==> config.mk <==
export PLATFORM = sky130hd
export DESIGN_NAME = pulsed_watering_controller
export DESIGN_NICKNAME = d
export VERILOG_FILES = /design/src/hw/rtl/pwc_pkg.sv /design/src/hw/rtl/pulsed_watering_controller.sv
export SDC_FILE = /design/constraint.sdc
export NUM_CORES = 1
export LEC_CHECK = 0
export BUFFER_PORTS_ARGS = -buffer_cell sky130_fd_sc_hd__buf_2
export CAP_MARGIN = 30
export CELL_PAD_IN_SITES_DETAIL_PLACEMENT = 0
export CELL_PAD_IN_SITES_GLOBAL_PLACEMENT = 2
export CORE_MARGIN = 5
export CORE_UTILIZATION = 34
export CTS_CLUSTER_DIAMETER = 120
export DETAILED_ROUTE_END_ITERATION = 8
export PLACE_DENSITY = 0.78
export SKIP_CTS_REPAIR_TIMING = 1
export SYNTH_ARGS = -nofsm -noshare
export SYNTH_HDL_FRONTEND = slang
export SYNTH_SLANG_ARGS = --single-unit
==> constraint.sdc <==
create_clock -name clk -period 10.76 [get_ports clk]
set_clock_uncertainty 0.15 [all_clocks]
set_input_delay 2.152 -clock clk [delete_from_list [all_inputs] [get_ports clk]]
set_output_delay 2.152 -clock clk [all_outputs]
set_load 0.05 [all_outputs]
==> src/hw/rtl/pwc_pkg.sv <==
// shared types and constants of the pulsed watering controller
`default_nettype none

package pwc_pkg;

  // register index and data widths of the configuration port
  localparam int CFG_IDX_W  = 3;
  localparam int CFG_DATA_W = 32;

  // field widths
  localparam int PCT_W   = 7;
  localparam int DUR_W   = 32;
  localparam int COUNT_W = 4;

  // default time stamp width
  localparam int TIME_BITS_DEF = 32;

  // percent ceiling of the stop level
  localparam logic [PCT_W:0] PCT_MAX = 8'd100;
  // pulses before the moisture rise is judged
  localparam logic [COUNT_W-1:0] RISE_PULSES = 4'd2;
  localparam logic [COUNT_W-1:0] COUNT_MAX   = 4'd15;

  // configuration register indexes
  typedef enum logic [CFG_IDX_W-1:0] {
    CFG_START_THRESHOLD  = 3'd0,
    CFG_STOP_HYSTERESIS  = 3'd1,
    CFG_PULSE_TIME       = 3'd2,
    CFG_SOAK_TIME        = 3'd3,
    CFG_PULSE_LIMIT      = 3'd4,
    CFG_MIN_RISE         = 3'd5,
    CFG_SAMPLE_INTERVAL  = 3'd6,
    CFG_AUTO_ENABLE      = 3'd7
  } cfg_idx_t;

  // register defaults after reset
  localparam logic [PCT_W-1:0]   START_THRESHOLD_RST = 7'd40;
  localparam logic [PCT_W-1:0]   STOP_HYSTERESIS_RST = 7'd10;
  localparam logic [DUR_W-1:0]   PULSE_TIME_RST      = 32'd5000;
  localparam logic [DUR_W-1:0]   SOAK_TIME_RST       = 32'd60000;
  localparam logic [COUNT_W-1:0] PULSE_LIMIT_RST     = 4'd5;
  localparam logic [PCT_W-1:0]   MIN_RISE_RST        = 7'd3;
  localparam logic [DUR_W-1:0]   SAMPLE_INTERVAL_RST = 32'd10000;
  localparam logic               AUTO_ENABLE_RST     = 1'b1;

  // controller modes
  typedef enum logic [2:0] {
    MODE_IDLE  = 3'd0,
    MODE_WATER = 3'd1,
    MODE_SOAK  = 3'd2,
    MODE_LOCK  = 3'd3,
    MODE_ESTOP = 3'd4
  } mode_t;

  // fault codes
  typedef enum logic [1:0] {
    FAULT_NONE   = 2'd0,
    FAULT_LIMIT  = 2'd1,
    FAULT_NORISE = 2'd2
  } fault_t;

  // one result item
  typedef struct packed {
    mode_t              mode;
    logic               pump_on;
    logic [COUNT_W-1:0] pulses_done;
    fault_t             fault;
    logic               available;
    logic               report_due;
  } result_t;

endpackage

`default_nettype wire

==> src/hw/rtl/pulsed_watering_controller.sv <==
// top level of the pulsed watering controller
`default_nettype none

// Pulsed watering controller. Each input item is one control-loop pass (time stamp,
// moisture reading, e-stop and service flags) and yields exactly one result item.
// The whole pass (e-stop, end of pulse, service cancel, sample decision and automatic
// start) is evaluated in the cycle the item is accepted, so one item per clock is
// sustained while the skid register is empty; results are registered in a two-entry
// output buffer (result register plus skid register) that lets one more item in while
// a result waits. Registers are written via cfg_we/cfg_index/cfg_data, by the user only
// while the block is idle (not enforced by the block); indexes without a register are
// ignored. Time differences wrap modulo 2^TIME_BITS; E-stop is left only through reset.
module pulsed_watering_controller #(
  parameter int TIME_BITS = pwc_pkg::TIME_BITS_DEF
) (
  input  wire logic                              clk,
  input  wire logic                              rst,
  // configuration write port
  input  wire logic                              cfg_we,
  input  wire logic [pwc_pkg::CFG_IDX_W-1:0]     cfg_index,
  input  wire logic [pwc_pkg::CFG_DATA_W-1:0]    cfg_data,
  // input channel
  input  wire logic                              in_valid,
  output logic                                   in_ready,
  input  wire logic [TIME_BITS-1:0]              now_ms,
  input  wire logic [pwc_pkg::PCT_W-1:0]         moisture_percent,
  input  wire logic                              estop_held,
  input  wire logic                              ota_command_pending,
  input  wire logic                              ota_busy,
  input  wire logic                              calibration_command_pending,
  input  wire logic                              calibration_active,
  input  wire logic                              evaluation_command_pending,
  input  wire logic                              evaluation_active,
  // output channel
  output logic                                   out_valid,
  input  wire logic                              out_ready,
  output pwc_pkg::mode_t                         mode,
  output logic                                   pump_on,
  output logic [pwc_pkg::COUNT_W-1:0]            pulses_done,
  output pwc_pkg::fault_t                        fault,
  output logic                                   available,
  output logic                                   report_due
);

  import pwc_pkg::*;

  // compare width covers both the wrapped elapsed time and a 32-bit duration
  localparam int CMP_W = (TIME_BITS > DUR_W) ? TIME_BITS : DUR_W;

  // configuration registers
  logic [PCT_W-1:0]   start_threshold_percent;
  logic [PCT_W-1:0]   stop_hysteresis_percent;
  logic [DUR_W-1:0]   pulse_time_ms;
  logic [DUR_W-1:0]   soak_time_ms;
  logic [COUNT_W-1:0] pulse_limit;
  logic [PCT_W-1:0]   min_rise_percent;
  logic [DUR_W-1:0]   sample_interval_ms;
  logic               auto_enable;

  // controller state
  mode_t              mode_reg, mode_next;
  logic [COUNT_W-1:0] pulse_count, pulse_count_next;
  fault_t             fault_kind, fault_kind_next;
  logic [TIME_BITS-1:0] pulse_start_time, pulse_start_time_next;
  logic [TIME_BITS-1:0] soak_start_time, soak_start_time_next;
  logic [TIME_BITS-1:0] last_sample_time, last_sample_time_next;
  logic [PCT_W-1:0]   cycle_start_percent, cycle_start_percent_next;
  logic               sample_seen, sample_seen_next;

  // pass evaluation
  logic [TIME_BITS-1:0] pulse_elapsed, soak_elapsed, sample_elapsed;
  logic                 pulse_over, soak_over, sample_due;
  logic [PCT_W:0]       level_sum, stop_level, rise_level;
  logic                 cancel, inhibited, report;
  result_t              result;

  // output buffer
  result_t out_reg, skid_reg;
  logic    skid_valid;
  logic    push, pop;

  // configuration writes
  always_ff @(posedge clk) begin
    if (rst) begin
      start_threshold_percent <= START_THRESHOLD_RST;
      stop_hysteresis_percent <= STOP_HYSTERESIS_RST;
      pulse_time_ms           <= PULSE_TIME_RST;
      soak_time_ms            <= SOAK_TIME_RST;
      pulse_limit             <= PULSE_LIMIT_RST;
      min_rise_percent        <= MIN_RISE_RST;
      sample_interval_ms      <= SAMPLE_INTERVAL_RST;
      auto_enable             <= AUTO_ENABLE_RST;
    end else if (cfg_we) begin
      unique case (cfg_idx_t'(cfg_index))
        CFG_START_THRESHOLD: start_threshold_percent <= cfg_data[PCT_W-1:0];
        CFG_STOP_HYSTERESIS: stop_hysteresis_percent <= cfg_data[PCT_W-1:0];
        CFG_PULSE_TIME:      pulse_time_ms           <= cfg_data[DUR_W-1:0];
        CFG_SOAK_TIME:       soak_time_ms            <= cfg_data[DUR_W-1:0];
        CFG_PULSE_LIMIT:     pulse_limit             <= cfg_data[COUNT_W-1:0];
        CFG_MIN_RISE:        min_rise_percent        <= cfg_data[PCT_W-1:0];
        CFG_SAMPLE_INTERVAL: sample_interval_ms      <= cfg_data[DUR_W-1:0];
        CFG_AUTO_ENABLE:     auto_enable             <= cfg_data[0];
        default: ;
      endcase
    end
  end

  // levels derived from the registers
  always_comb begin
    level_sum  = {1'b0, start_threshold_percent} + {1'b0, stop_hysteresis_percent};
    stop_level = (level_sum > PCT_MAX) ? PCT_MAX : level_sum;
    rise_level = {1'b0, cycle_start_percent} + {1'b0, min_rise_percent};
  end

  // one control pass over the accepted item
  always_comb begin
    mode_next                = mode_reg;
    pulse_count_next         = pulse_count;
    fault_kind_next          = fault_kind;
    pulse_start_time_next    = pulse_start_time;
    soak_start_time_next     = soak_start_time;
    last_sample_time_next    = last_sample_time;
    cycle_start_percent_next = cycle_start_percent;
    sample_seen_next         = sample_seen;
    report                   = 1'b0;

    // emergency stop
    if (estop_held && mode_reg != MODE_ESTOP) begin
      mode_next = MODE_ESTOP;
      report    = 1'b1;
    end

    // end of a pulse
    pulse_elapsed = now_ms - pulse_start_time;
    pulse_over    = CMP_W'(pulse_elapsed) >= CMP_W'(pulse_time_ms);
    if (mode_next == MODE_WATER && pulse_over) begin
      if (pulse_count_next < COUNT_MAX) begin
        pulse_count_next = pulse_count_next + 1'b1;
      end
      soak_start_time_next = now_ms;
      mode_next            = MODE_SOAK;
      report               = 1'b1;
    end

    // service commands cancel a running cycle
    cancel = ota_command_pending || calibration_command_pending ||
             evaluation_command_pending;
    if (cancel && (mode_next == MODE_WATER || mode_next == MODE_SOAK)) begin
      mode_next        = MODE_IDLE;
      pulse_count_next = '0;
      fault_kind_next  = FAULT_NONE;
      report           = 1'b1;
    end

    // sample decision and automatic start
    inhibited = ota_busy || ota_command_pending || calibration_active ||
                calibration_command_pending || evaluation_active ||
                evaluation_command_pending;
    sample_elapsed = now_ms - last_sample_time;
    sample_due     = !sample_seen ||
                     (CMP_W'(sample_elapsed) >= CMP_W'(sample_interval_ms));
    soak_elapsed   = now_ms - soak_start_time_next;
    soak_over      = CMP_W'(soak_elapsed) >= CMP_W'(soak_time_ms);
    if (sample_due) begin
      last_sample_time_next = now_ms;
      sample_seen_next      = 1'b1;
      if (mode_next == MODE_SOAK && soak_over) begin
        if ({1'b0, moisture_percent} >= stop_level) begin
          mode_next        = MODE_IDLE;
          pulse_count_next = '0;
          fault_kind_next  = FAULT_NONE;
        end else if (pulse_count_next >= pulse_limit) begin
          mode_next       = MODE_LOCK;
          fault_kind_next = FAULT_LIMIT;
        end else if (pulse_count_next >= RISE_PULSES &&
                     {1'b0, moisture_percent} < rise_level) begin
          mode_next       = MODE_LOCK;
          fault_kind_next = FAULT_NORISE;
        end else begin
          mode_next             = MODE_WATER;
          pulse_start_time_next = now_ms;
        end
      end else if (mode_next == MODE_LOCK && {1'b0, moisture_percent} >= stop_level) begin
        mode_next        = MODE_IDLE;
        pulse_count_next = '0;
        fault_kind_next  = FAULT_NONE;
      end
      if (auto_enable && !inhibited && mode_next == MODE_IDLE &&
          moisture_percent < start_threshold_percent) begin
        cycle_start_percent_next = moisture_percent;
        pulse_count_next         = '0;
        fault_kind_next          = FAULT_NONE;
        mode_next                = MODE_WATER;
        pulse_start_time_next    = now_ms;
      end
      report = 1'b1;
    end

    // result fields
    result.mode        = mode_next;
    result.pump_on     = (mode_next == MODE_WATER);
    result.pulses_done = pulse_count_next;
    result.fault       = fault_kind_next;
    result.available   = (mode_next == MODE_IDLE) || (mode_next == MODE_LOCK);
    result.report_due  = report;
  end

  // handshake
  assign in_ready = !skid_valid;
  assign push     = in_valid && in_ready;
  assign pop      = out_valid && out_ready;

  // state update on each accepted item
  always_ff @(posedge clk) begin
    if (rst) begin
      mode_reg            <= MODE_IDLE;
      pulse_count         <= '0;
      fault_kind          <= FAULT_NONE;
      pulse_start_time    <= '0;
      soak_start_time     <= '0;
      last_sample_time    <= '0;
      cycle_start_percent <= '0;
      sample_seen         <= 1'b0;
    end else if (push) begin
      mode_reg            <= mode_next;
      pulse_count         <= pulse_count_next;
      fault_kind          <= fault_kind_next;
      pulse_start_time    <= pulse_start_time_next;
      soak_start_time     <= soak_start_time_next;
      last_sample_time    <= last_sample_time_next;
      cycle_start_percent <= cycle_start_percent_next;
      sample_seen         <= sample_seen_next;
    end
  end

  // output buffer valid flags
  always_ff @(posedge clk) begin
    if (rst) begin
      out_valid  <= 1'b0;
      skid_valid <= 1'b0;
    end else if (skid_valid) begin
      if (pop) begin
        skid_valid <= 1'b0;
      end
    end else if (push) begin
      if (out_valid && !pop) begin
        skid_valid <= 1'b1;
      end else begin
        out_valid <= 1'b1;
      end
    end else if (pop) begin
      out_valid <= 1'b0;
    end
  end

  // output buffer payload
  always_ff @(posedge clk) begin
    if (skid_valid) begin
      if (pop) begin
        out_reg <= skid_reg;
      end
    end else if (push) begin
      if (out_valid && !pop) begin
        skid_reg <= result;
      end else begin
        out_reg <= result;
      end
    end
  end

  // result ports
  assign mode        = out_reg.mode;
  assign pump_on     = out_reg.pump_on;
  assign pulses_done = out_reg.pulses_done;
  assign fault       = out_reg.fault;
  assign available   = out_reg.available;
  assign report_due  = out_reg.report_due;

endmodule

`default_nettype wire

======== After elaboration in Yosys (flattened, before gate mapping) ========
Index checks and enable logic that the tools add are counted.
storage, ports and cells
  register bits ........................... 261
  latch bits .............................. 0
  RAM bits ................................ 0
  ROM bits ................................ 0
  input port bits ......................... 86
  output and inout bits ................... 14
  logic and storage cells ................. 163
  memories ................................ 0
operators by class
  $add $sub $neg .......................... 6
  $mul .................................... 0
  divide/modulo/power cells ............... 0
  $lt $le $gt $ge ......................... 10
  equal/unequal tests ..................... 21
  shifts and indexed selects .............. 0
  mux-type cells .......................... 49
  bitwise gates (word level) .............. 1
  reductions and logical operators ........ 46
operator list
  operator                                                                number
  32-bit two-way mux                                                      6
  32-bit greater-or-equal comparator                                      3
  32-bit subtractor                                                       3
  12-bit two-way mux                                                      4
  4-bit two-way mux                                                       8
  3-bit two-way mux                                                       8
  2-bit two-way mux                                                       11
  3-bit by 2-bit equality test with 1-bit output (second input constant)  6
  2-bit AND reduction                                                     9
  7-bit by 7-bit adder with 8-bit output                                  2
  3-bit by 1-bit equality test with 1-bit output (second input constant)  4
  3-bit equality test (second input constant)                             4
  1-bit logical AND                                                       12
  3-bit AND reduction                                                     4
  1-bit two-way mux                                                       11
  1-bit logical OR                                                        10
  3-bit logical NOT                                                       3
  7-bit by 8-bit greater-or-equal comparator with 1-bit output            1
  8-bit by 7-bit > comparator with 1-bit output (second input constant)   1
  7-bit by 8-bit < comparator with 1-bit output                           1
  8-bit two-way mux                                                       1
  2-bit by 1-bit != test with 1-bit output (second input constant)        4
  7-bit < comparator                                                      1
  6-bit AND reduction                                                     1
  other kinds (9)                                                         15

======== Longest topological paths before layout ========
Gate-level depths: netlist (run 1).
  depth after elaboration ................. 27
  depth in mapped cells ................... 52
  gate-level depth less buffers ........... 49

======== Worst setup path after synthesis (run 1) ========
OpenSTA, ideal clock, no wires.
  path type ............................... input-to-reg
  from .................................... input port now_ms[0]
  to ...................................... register out_reg, in the netlist fault[0] (data pin)
  library setup time ...................... 260 ps
  arrival time ............................ 11340 ps
  required time ........................... 10350 ps
  setup slack ............................. -989 ps
  cell stages on the path ................. 47
  path buffers ............................ 2
  path through ............................ inv_1 -> ha_1 -> inv_1 -> fa_1 -> a21oi_1 -> o21bai_1 -> a21oi_1 -> o31ai_1 -> a21oi_1 -> o2111ai_1 -> nand2_1 -> o211ai_1 -> a31o_2 -> a21oi_1 -> xnor2_1 -> ha_1 -> a21oi_1 -> nand2_1 -> (+11 left out) -> o41ai_1 -> o21ai_0 -> o2111a_1 -> or3_1 -> a31oi_1 -> o31ai_1 -> xor2_1 -> ha_1 -> a21o_1 -> a21o_1 -> a21o_1 -> or4bb_1 -> nor2_1 -> nor4_1 -> a2111oi_4 -> o211ai_1 -> a31o_2 -> mux2_2
between the ends
  word-level cells in the longest chain between the ends .. 23
  elaborated cells between the ends (all ways) .. 44
  classes of those cells .................. 3 x add/sub; 5 x order compare; 4 x eq/ne; 22 x mux; 10 x reduce/logical
ends and longest elaborated chain
  item                                                        RTL line                           RTL
  start: declaration                                          pulsed_watering_controller.sv:25   input wire logic [TIME_BITS-1:0] now_ms,
  branches (longest 19 deep; another with 32-bit subtractor)  -
  2-bit two-way mux *                                         pulsed_watering_controller.sv:164  if (sample_due) begin
  net fault_kind_next[0]                                      pulsed_watering_controller.sv:63   fault_t fault_kind, fault_kind_next;
  12-bit two-way mux *                                        pulsed_watering_controller.sv:263  if (out_valid && !pop) begin
  12-bit two-way mux *                                        pulsed_watering_controller.sv:262  end else if (push) begin
  12-bit two-way mux *                                        pulsed_watering_controller.sv:258  if (skid_valid) begin
  end signal: assignment                                      pulsed_watering_controller.sv:260  out_reg <= skid_reg;
  end signal: assignment                                      pulsed_watering_controller.sv:266  out_reg <= result;
  end: declaration                                            pulsed_watering_controller.sv:78   result_t out_reg, skid_reg;
Mark *: on every way through the listed nets, which the timed path passes. The select of a mux whose other input is x is not followed.
A chain may end at the register's enable or synchronous reset.

======== Worst setup path after layout (run 1) ========
  from .................................... input port now_ms[0]
  to ...................................... register pulse_start_time[31]
between the ends
  elaborated cells between the ends (all ways) .. 39
  classes of those cells .................. 3 x add/sub; 5 x order compare; 7 x eq/ne; 12 x mux; 12 x reduce/logical
RTL lines
  item                                                                                             RTL line                           RTL
  32-bit subtractor                                                                                pulsed_watering_controller.sv:134  pulse_elapsed = now_ms - pulse_start_time;
  32-bit greater-or-equal comparator                                                               pulsed_watering_controller.sv:135  pulse_over = CMP_W'(pulse_elapsed) >= CMP_W'(pulse_time_ms);
  1-bit logical AND                                                                                pulsed_watering_controller.sv:136  if (mode_next == MODE_WATER && pulse_over) begin
  32-bit two-way mux *                                                                             pulsed_watering_controller.sv:136
  net soak_start_time_next[0]                                                                      pulsed_watering_controller.sv:65   logic [TIME_BITS-1:0] soak_start_time, soak_start_time_next;
  32-bit subtractor *                                                                              pulsed_watering_controller.sv:162  soak_elapsed = now_ms - soak_start_time_next;
  32-bit greater-or-equal comparator *                                                             pulsed_watering_controller.sv:163  soak_over = CMP_W'(soak_elapsed) >= CMP_W'(soak_time_ms);
  1-bit logical AND *                                                                              pulsed_watering_controller.sv:167  if (mode_next == MODE_SOAK && soak_over) begin
  3-bit two-way mux                                                                                pulsed_watering_controller.sv:167
  3-bit two-way mux                                                                                pulsed_watering_controller.sv:164
  3-bit logical NOT                                                                                pulsed_watering_controller.sv:188  if (auto_enable && !inhibited && mode_next == MODE_IDLE &&
  1-bit logical AND (2 in a row)                                                                   pulsed_watering_controller.sv:188
  2-bit by 1-bit != test with 1-bit output (no source line) or 2-bit nonzero test (tied branches)  -
  6-bit AND reduction (no source line)                                                             -
  end signal: assignment                                                                           pulsed_watering_controller.sv:228  pulse_start_time <= pulse_start_time_next;
  end: declaration                                                                                 pulsed_watering_controller.sv:64   logic [TIME_BITS-1:0] pulse_start_time, pulse_start_time_next;
The timed path passes the listed nets; every way through them passes the cells marked *. The select of a mux whose other input is x is not followed.

==> results.py, run 1 <==
metrics = {
    "outcome": {
        "status": "complete, but fails checks",
        "violations": "negative setup slack",
    },
    "placement": {
        "port_buffers": 99,
        "place.gp.congestion": 0.905,
        "place_inst": 3163,
        "place_ws_ps": -1580,
        "place_hpwl_mm": 43.5,
    },
    "drt": {
        "routed_wl_mm": 58.0,
        "first_iter_violations": 883,
        "postRouteAntennaNets": 0,
        "drt_pass1_iterations": 5,
        "drt-wirelength-per-cell_um": 17.9,
        "vias_per_cell": 5.06,
        "vias": 16400,
        "drcViolationCount": 0,
    },
    "floorplanning": {
        "core-area_um2": 52600,
        "die_h_um": 240,
        "rows": 84,
        "pin_count": 100,
        "start_util_pct": 34.3,
        "dieArea_um2": 57800,
        "chipWidth_um": 240,
    },
    "setup_path": {
        "r2r-start": "pulse_start_time[0]$_SDFFE_PP0P_",
        "path_buf_inv": 9,
        "critPathKind": "in -> reg",
        "cp_slowest_cell": "or4bb_4",
        "cp_max_fo": 11,
        "start_kind": "primary input",
        "critPathTopFamily": "compound AO/OA/AOI/OAI gates",
        "r2r_slack_ps": 730,
        "max_stage_delay_ps": 590,
        "cp_data_arrival_time_ps": 11670,
        "rr_endpoint": "pulse_start_time[31]$_SDFFE_PP0P_",
        "endpoint_kind": "flip-flop",
        "worst-r2r-cell-count": 51,
        "required_ps": 11020,
    },
    "logic_synthesis": {
        "syn_nets": 2513,
        "ys.warnings.count": 0,
        "synth_seq_area_share_pct": 30.3,
        "netlist_area_um2": 18000,
        "async_reset_ff_share_pct": 0,
        "ys_ff_latch": 261,
        "synth-edff-count": 24,
        "syn_inst": 2195,
        "yosysUniqueCellTypes": 74,
        "syn_area_per_cell_um2": 8.22,
        "synthFlopType": "dfxtp_1",
    },
    "sta": {
        "hold_viol_final": 0,
        "drv_slew": 0,
        "hold_slack_ps": 303,
        "period_share_pct": 106,
        "setup_ws_ps": -650,
        "rsz0062_at_grt": "yes",
        "clock.fmax_ghz": 0.0876,
        "slew_headroom_pct": 34.5,
        "setup_tns_ps": -36340,
        "setup_viol": 67,
        "fin_crit_ps": 11410,
        "tightest_slew_ps": 972,
    },
    "clock_network": {
        "htreeDepth": 2,
        "cts_tree": "yes",
        "clockRootBuffer": "clkbuf_16",
        "cts_made_buffers": 35,
        "clockBufferDepth": 3,
        "clk_latency_ps": 540,
        "clock_sinks": 261,
        "path_clk_slew_ps": 50,
    },
    "hold_path": {
        "holdPathEnd": "sample_interval_ms[27]$_SDFFE_PP0P_",
        "whs_path_depth": 2,
        "hp-start": "sample_interval_ms[27]$_SDFFE_PP0P_",
        "hold_class": "reg -> reg",
    },
    "global_route": {
        "overflow": 0,
        "grt_pass1_vias": 16000,
        "antenna_found_initial": 1,
        "grt_use_total_pct": 19.5,
        "grt_pass1_wl_mm": 88.7,
        "grt_max_degree": 92,
    },
    "pwr": {
        "p_leak_uw": 0.0103,
        "power.density_nw_per_um2": 143,
        "ir_drop_uv": 160,
    },
    "finish": {
        "areaGrowthSynthToFinish_pct": 28.8,
        "finalNonFillerCells": 3246,
        "fin_util_pct": 44.2,
        "diodes": 0,
        "layout_common_cells": "264 x buf_4, 240 x nand2_1, 237 x dfxtp_1, 223 x ha_1, 207 x nor2_1",
        "final_common_cell": "buf_4",
        "final_nets": 2851,
        "drive_gt1_share_pct": 21.8,
    },
    "flow_run": {
        "maxCapViolations": 0,
    },
}
## Yosys cell counts (all sizes together) (6+ instances only)
cell	count	area (µm²)
nand2	246	923
dfxtp	237	4740
ha	227	2840
nor2	214	806
inv	209	785
a21oi	203	1020
mux2i	125	1250
a21o	72	541
o21ai	66	334
clkbuf	64	240
xnor2	62	543
a211oi	45	343
nand2b	33	206
nand3	33	170
xor2	31	272
nor3	27	135
o211ai	27	203
edfxtp	24	721
nand4	24	156
nor2b	20	125
o21a	20	150
o21bai	16	120
and3	15	93.8
a31oi	14	87.6
a31o	13	114
and2	13	81.3
buf	11	86.3
nor4	7	43.8
o31ai	7	52.6
or3	7	43.8
a2111oi	6	71.3
o41ai	6	60.1
## how the worst max path moves through the flow
stage                                   endpoint  slack (ps)  startpoint  depth (start not counted)
4_1_cts                 pulses_done[3]$_DFFE_PP_       -1060   now_ms[0]                         50
5_1_grt        pulse_start_time[14]$_SDFFE_PP0P_        -990   now_ms[0]                         53
6_report       pulse_start_time[31]$_SDFFE_PP0P_        -650   now_ms[0]                         53
3_5_place_dp            pulses_done[3]$_DFFE_PP_       -1580   now_ms[0]                         52
2_1_floorplan                 fault[0]$_DFFE_PP_        -320   now_ms[0]                         47
3_3_place_gp            pulses_done[3]$_DFFE_PP_       -1420   now_ms[0]                         50
## stage by stage
stage,instance area [µm²],total power (µW)
finish,23200,3320
global route,23200,3510
CTS,22500,3320
detailed placement,21200,2000
global placement,21200,1980
floorplan,18200,1660
## worst reg2reg max path: cells and delay by family (launching register included)
kind,cells,cell delay [ps]
buf+inv,7,930
flops,1,370
fa+ha+maj,6,1630
mux,1,180
simple gates,10,1870
xor+xnor,2,240
compound gates,25,4530
## area by class of cell
type	count	area, µm²
Clock buffer	44	970
Fill cell	5282	29300
Sequential cell	261	5470
Tap cell	688	861
Timing Repair Buffer	376	2750
Multi-Input combinational cell	1650	12100
Inverter	209	801
Clock inverter	18	310
## per-layer routing
layer | track usage [%] | share of wire, % | vias to the layer above
met1 | 26.6 | 47 | 7748
met2 | 32.6 | 47 | 246
met5 | 0 | 0 | -
met4 | 4.75 | 2.2 | 0
li1 | - | - | 8359
met3 | 2.65 | 3.8 | 68
## report_power, final
group / switching, µW / total, µW / internal, µW
sequential: 21.5 / 1040 / 1020
clock: 470 / 1300 / 832
combinational: 534 / 975 / 441
## logic make-up after synthesis
family | Yosys count | synth area share [%]
AOI/OAI and AO/OA | 532 | 19.0
xor gates and xnor gates | 93 | 4.51
adders and majority gates | 232 | 16.3
buffers and inverters | 284 | 6.16
DFF | 261 | 30.3
muxes | 130 | 7.25
and+or+nand+nor | 663 | 16.5
No activity file was read; power rests on OpenSTA's default activity.
==> inputs of run 2 (changes only) <==
Settings changed: PLACE_DENSITY 0.78 to default, PLACE_DENSITY_LB_ADDON from default to 0.1, SLEW_MARGIN from default to 10.
==> run 2 against run 1 <==
The flow still finishes with violations (negative setup slack). Register-to-register slack better by 180 ps. Worst setup slack better by 230 ps. Non-clock buffer count up 1. First-iteration DRC count down 21%. Combinational power up 0.5%. Maximum frequency up 2.0%. Global-route usage up 0.61 points. Via count down 0.87%. Cell count unchanged. Highest routed layer is now met5.
==> results.py, run 2 (synthesis gave the netlist of run 1 again) <==
metrics = {
    "outcome": {
        "status": "complete, but fails checks",
        "violations": "negative setup slack",
    },
    "setup_path": {
        "worst-r2r-cell-count": 51,
        "cp_common_cell": "buf_4",
        "max_stage_delay_ps": 530,
        "rr_endpoint": "pulse_start_time[31]$_SDFFE_PP0P_",
        "cp_max_fo": 6,
        "r2r-start": "pulse_start_time[1]$_SDFFE_PP0P_",
        "cp_data_arrival_time_ps": 11420,
        "critPathKind": "in -> reg",
        "endpoint_kind": "flip-flop",
        "r2r_slack_ps": 910,
        "start_kind": "primary input",
        "cp_slowest_cell": "or4_4",
        "required_ps": 11000,
    },
    "global_route": {
        "grt_use_total_pct": 20.1,
        "grt_max_degree": 84,
        "grt_pass1_wl_mm": 90.7,
        "overflow": 0,
        "grt_pass1_vias": 16100,
        "antenna_found_initial": 1,
    },
    "drt": {
        "first_iter_violations": 699,
        "postRouteAntennaNets": 0,
        "drcViolationCount": 0,
        "routed_wl_mm": 60.1,
        "drt-wirelength-per-cell_um": 18.5,
        "drt_pass1_iterations": 5,
        "vias": 16300,
        "vias_per_cell": 5.01,
    },
    "sta": {
        "setup_viol": 67,
        "setup_ws_ps": -421,
        "period_share_pct": 104,
        "rsz0062_at_grt": "yes",
        "clock.fmax_ghz": 0.0894,
        "tightest_slew_ps": 969,
        "fin_crit_ps": 11180,
        "slew_headroom_pct": 34.7,
        "hold_viol_final": 0,
        "drv_slew": 0,
    },
    "clock_network": {
        "clk_latency_ps": 540,
        "cts_tree": "yes",
        "clockBufferDepth": 3,
        "path_clk_slew_ps": 60,
        "htreeDepth": 2,
        "cts_made_buffers": 36,
        "clockRootBuffer": "clkbuf_16",
        "clock_sinks": 261,
    },
    "pwr": {
        "ir_drop_uv": 81.8,
        "power.density_nw_per_um2": 140,
        "power_uw": 3260,
        "p_leak_uw": 0.0102,
    },
    "placement": {
        "dpl_cell_area_um2": 21300,
        "place_ws_ps": -1520,
        "place.gp.congestion": 0.851,
        "place_hpwl_mm": 44.4,
        "port_buffers": 99,
    },
    "finish": {
        "areaGrowthSynthToFinish_pct": 28.6,
        "final_nets": 2853,
        "postLayoutCellArea_um2": 23200,
        "final_common_cell": "buf_4",
        "diodes": 0,
        "drive_gt1_share_pct": 21.4,
        "fin_util_pct": 44.2,
        "layout_common_cells": "261 x buf_4, 239 x nand2_1, 237 x dfxtp_1, 221 x ha_1, 209 x nor2_1",
    },
    "floorplanning": {
        "die_h_um": 240,
        "pin_count": 100,
        "core-area_um2": 52600,
        "dieArea_um2": 57800,
        "rows": 84,
        "start_util_pct": 34.3,
        "chipWidth_um": 240,
    },
    "hold_path": {
        "holdPathEnd": "pulse_time_ms[19]$_SDFFE_PP0P_",
        "hold_class": "reg -> reg",
        "hp-start": "pulse_time_ms[19]$_SDFFE_PP0P_",
        "whs_path_depth": 2,
    },
    "flow_run": {
        "maxCapViolations": 0,
    },
}
## run 2: through the flow
| step | setup TNS [ps] | hold slack [ps] | instances |
|---|---|---|---|
| final | -21370 | 303 | 3246 |
| after global routing | -59990 | 321 | 3246 |
| after CTS | -56600 | 306 | 3226 |
| after detailed placement | -93410 | 298 | 3165 |
| after global placement | -85350 | 293 | 3165 |
| after floorplan | -5380 | 286 | 2195 |
## run 2: worst max path at each step
stage                                        end  slack, ps  cells after the start      start
3_5_place_dp            pulses_done[3]$_DFFE_PP_      -1520                     48  now_ms[0]
4_1_cts                 pulses_done[3]$_DFFE_PP_       -970                     48  now_ms[0]
3_3_place_gp            pulses_done[3]$_DFFE_PP_      -1410                     48  now_ms[0]
5_1_grt         pulse_start_time[4]$_SDFFE_PP0P_      -1010                     53  now_ms[0]
2_1_floorplan                 fault[0]$_DFFE_PP_       -320                     47  now_ms[0]
6_report       pulse_start_time[31]$_SDFFE_PP0P_       -420                     51  now_ms[1]
## run 2: where the power goes
part	total (µW)	switching [µW]	internal, µW
clock network	1230	456	777
registers	1040	21.1	1020
logic	980	539	441
## run 2: layer usage
metal | part of all wire (%) | track usage, % | routed length, µm | vias up
met5 | 0.015 | 0 | 9 | -
met1 | 49 | 27.7 | 29200 | 7639
met4 | 2.3 | 4.85 | 1360 | 2
li1 | - | - | - | 8352
met2 | 46 | 33.3 | 27700 | 211
met3 | 3.1 | 2.83 | 1840 | 74
## run 2: final cells by class
| type | count | area, µm² |
|---|---|---|
| tap | 688 | 861 |
| timing repair buffer | 377 | 2780 |
| multi-input combinational | 1650 | 12100 |
| inverter | 209 | 801 |
| clock buffer | 53 | 1070 |
| clock inverter | 8 | 139 |
| fill | 5346 | 29300 |
| sequential | 261 | 5470 |
## run 2: critical path: cells and delay by family
kind,cells,cell delay (ps)
simple gates,10,1620
xor+xnor,2,170
compound gates,24,4550
fa+ha+maj,5,1430
buf+inv,9,1320
mux,1,140
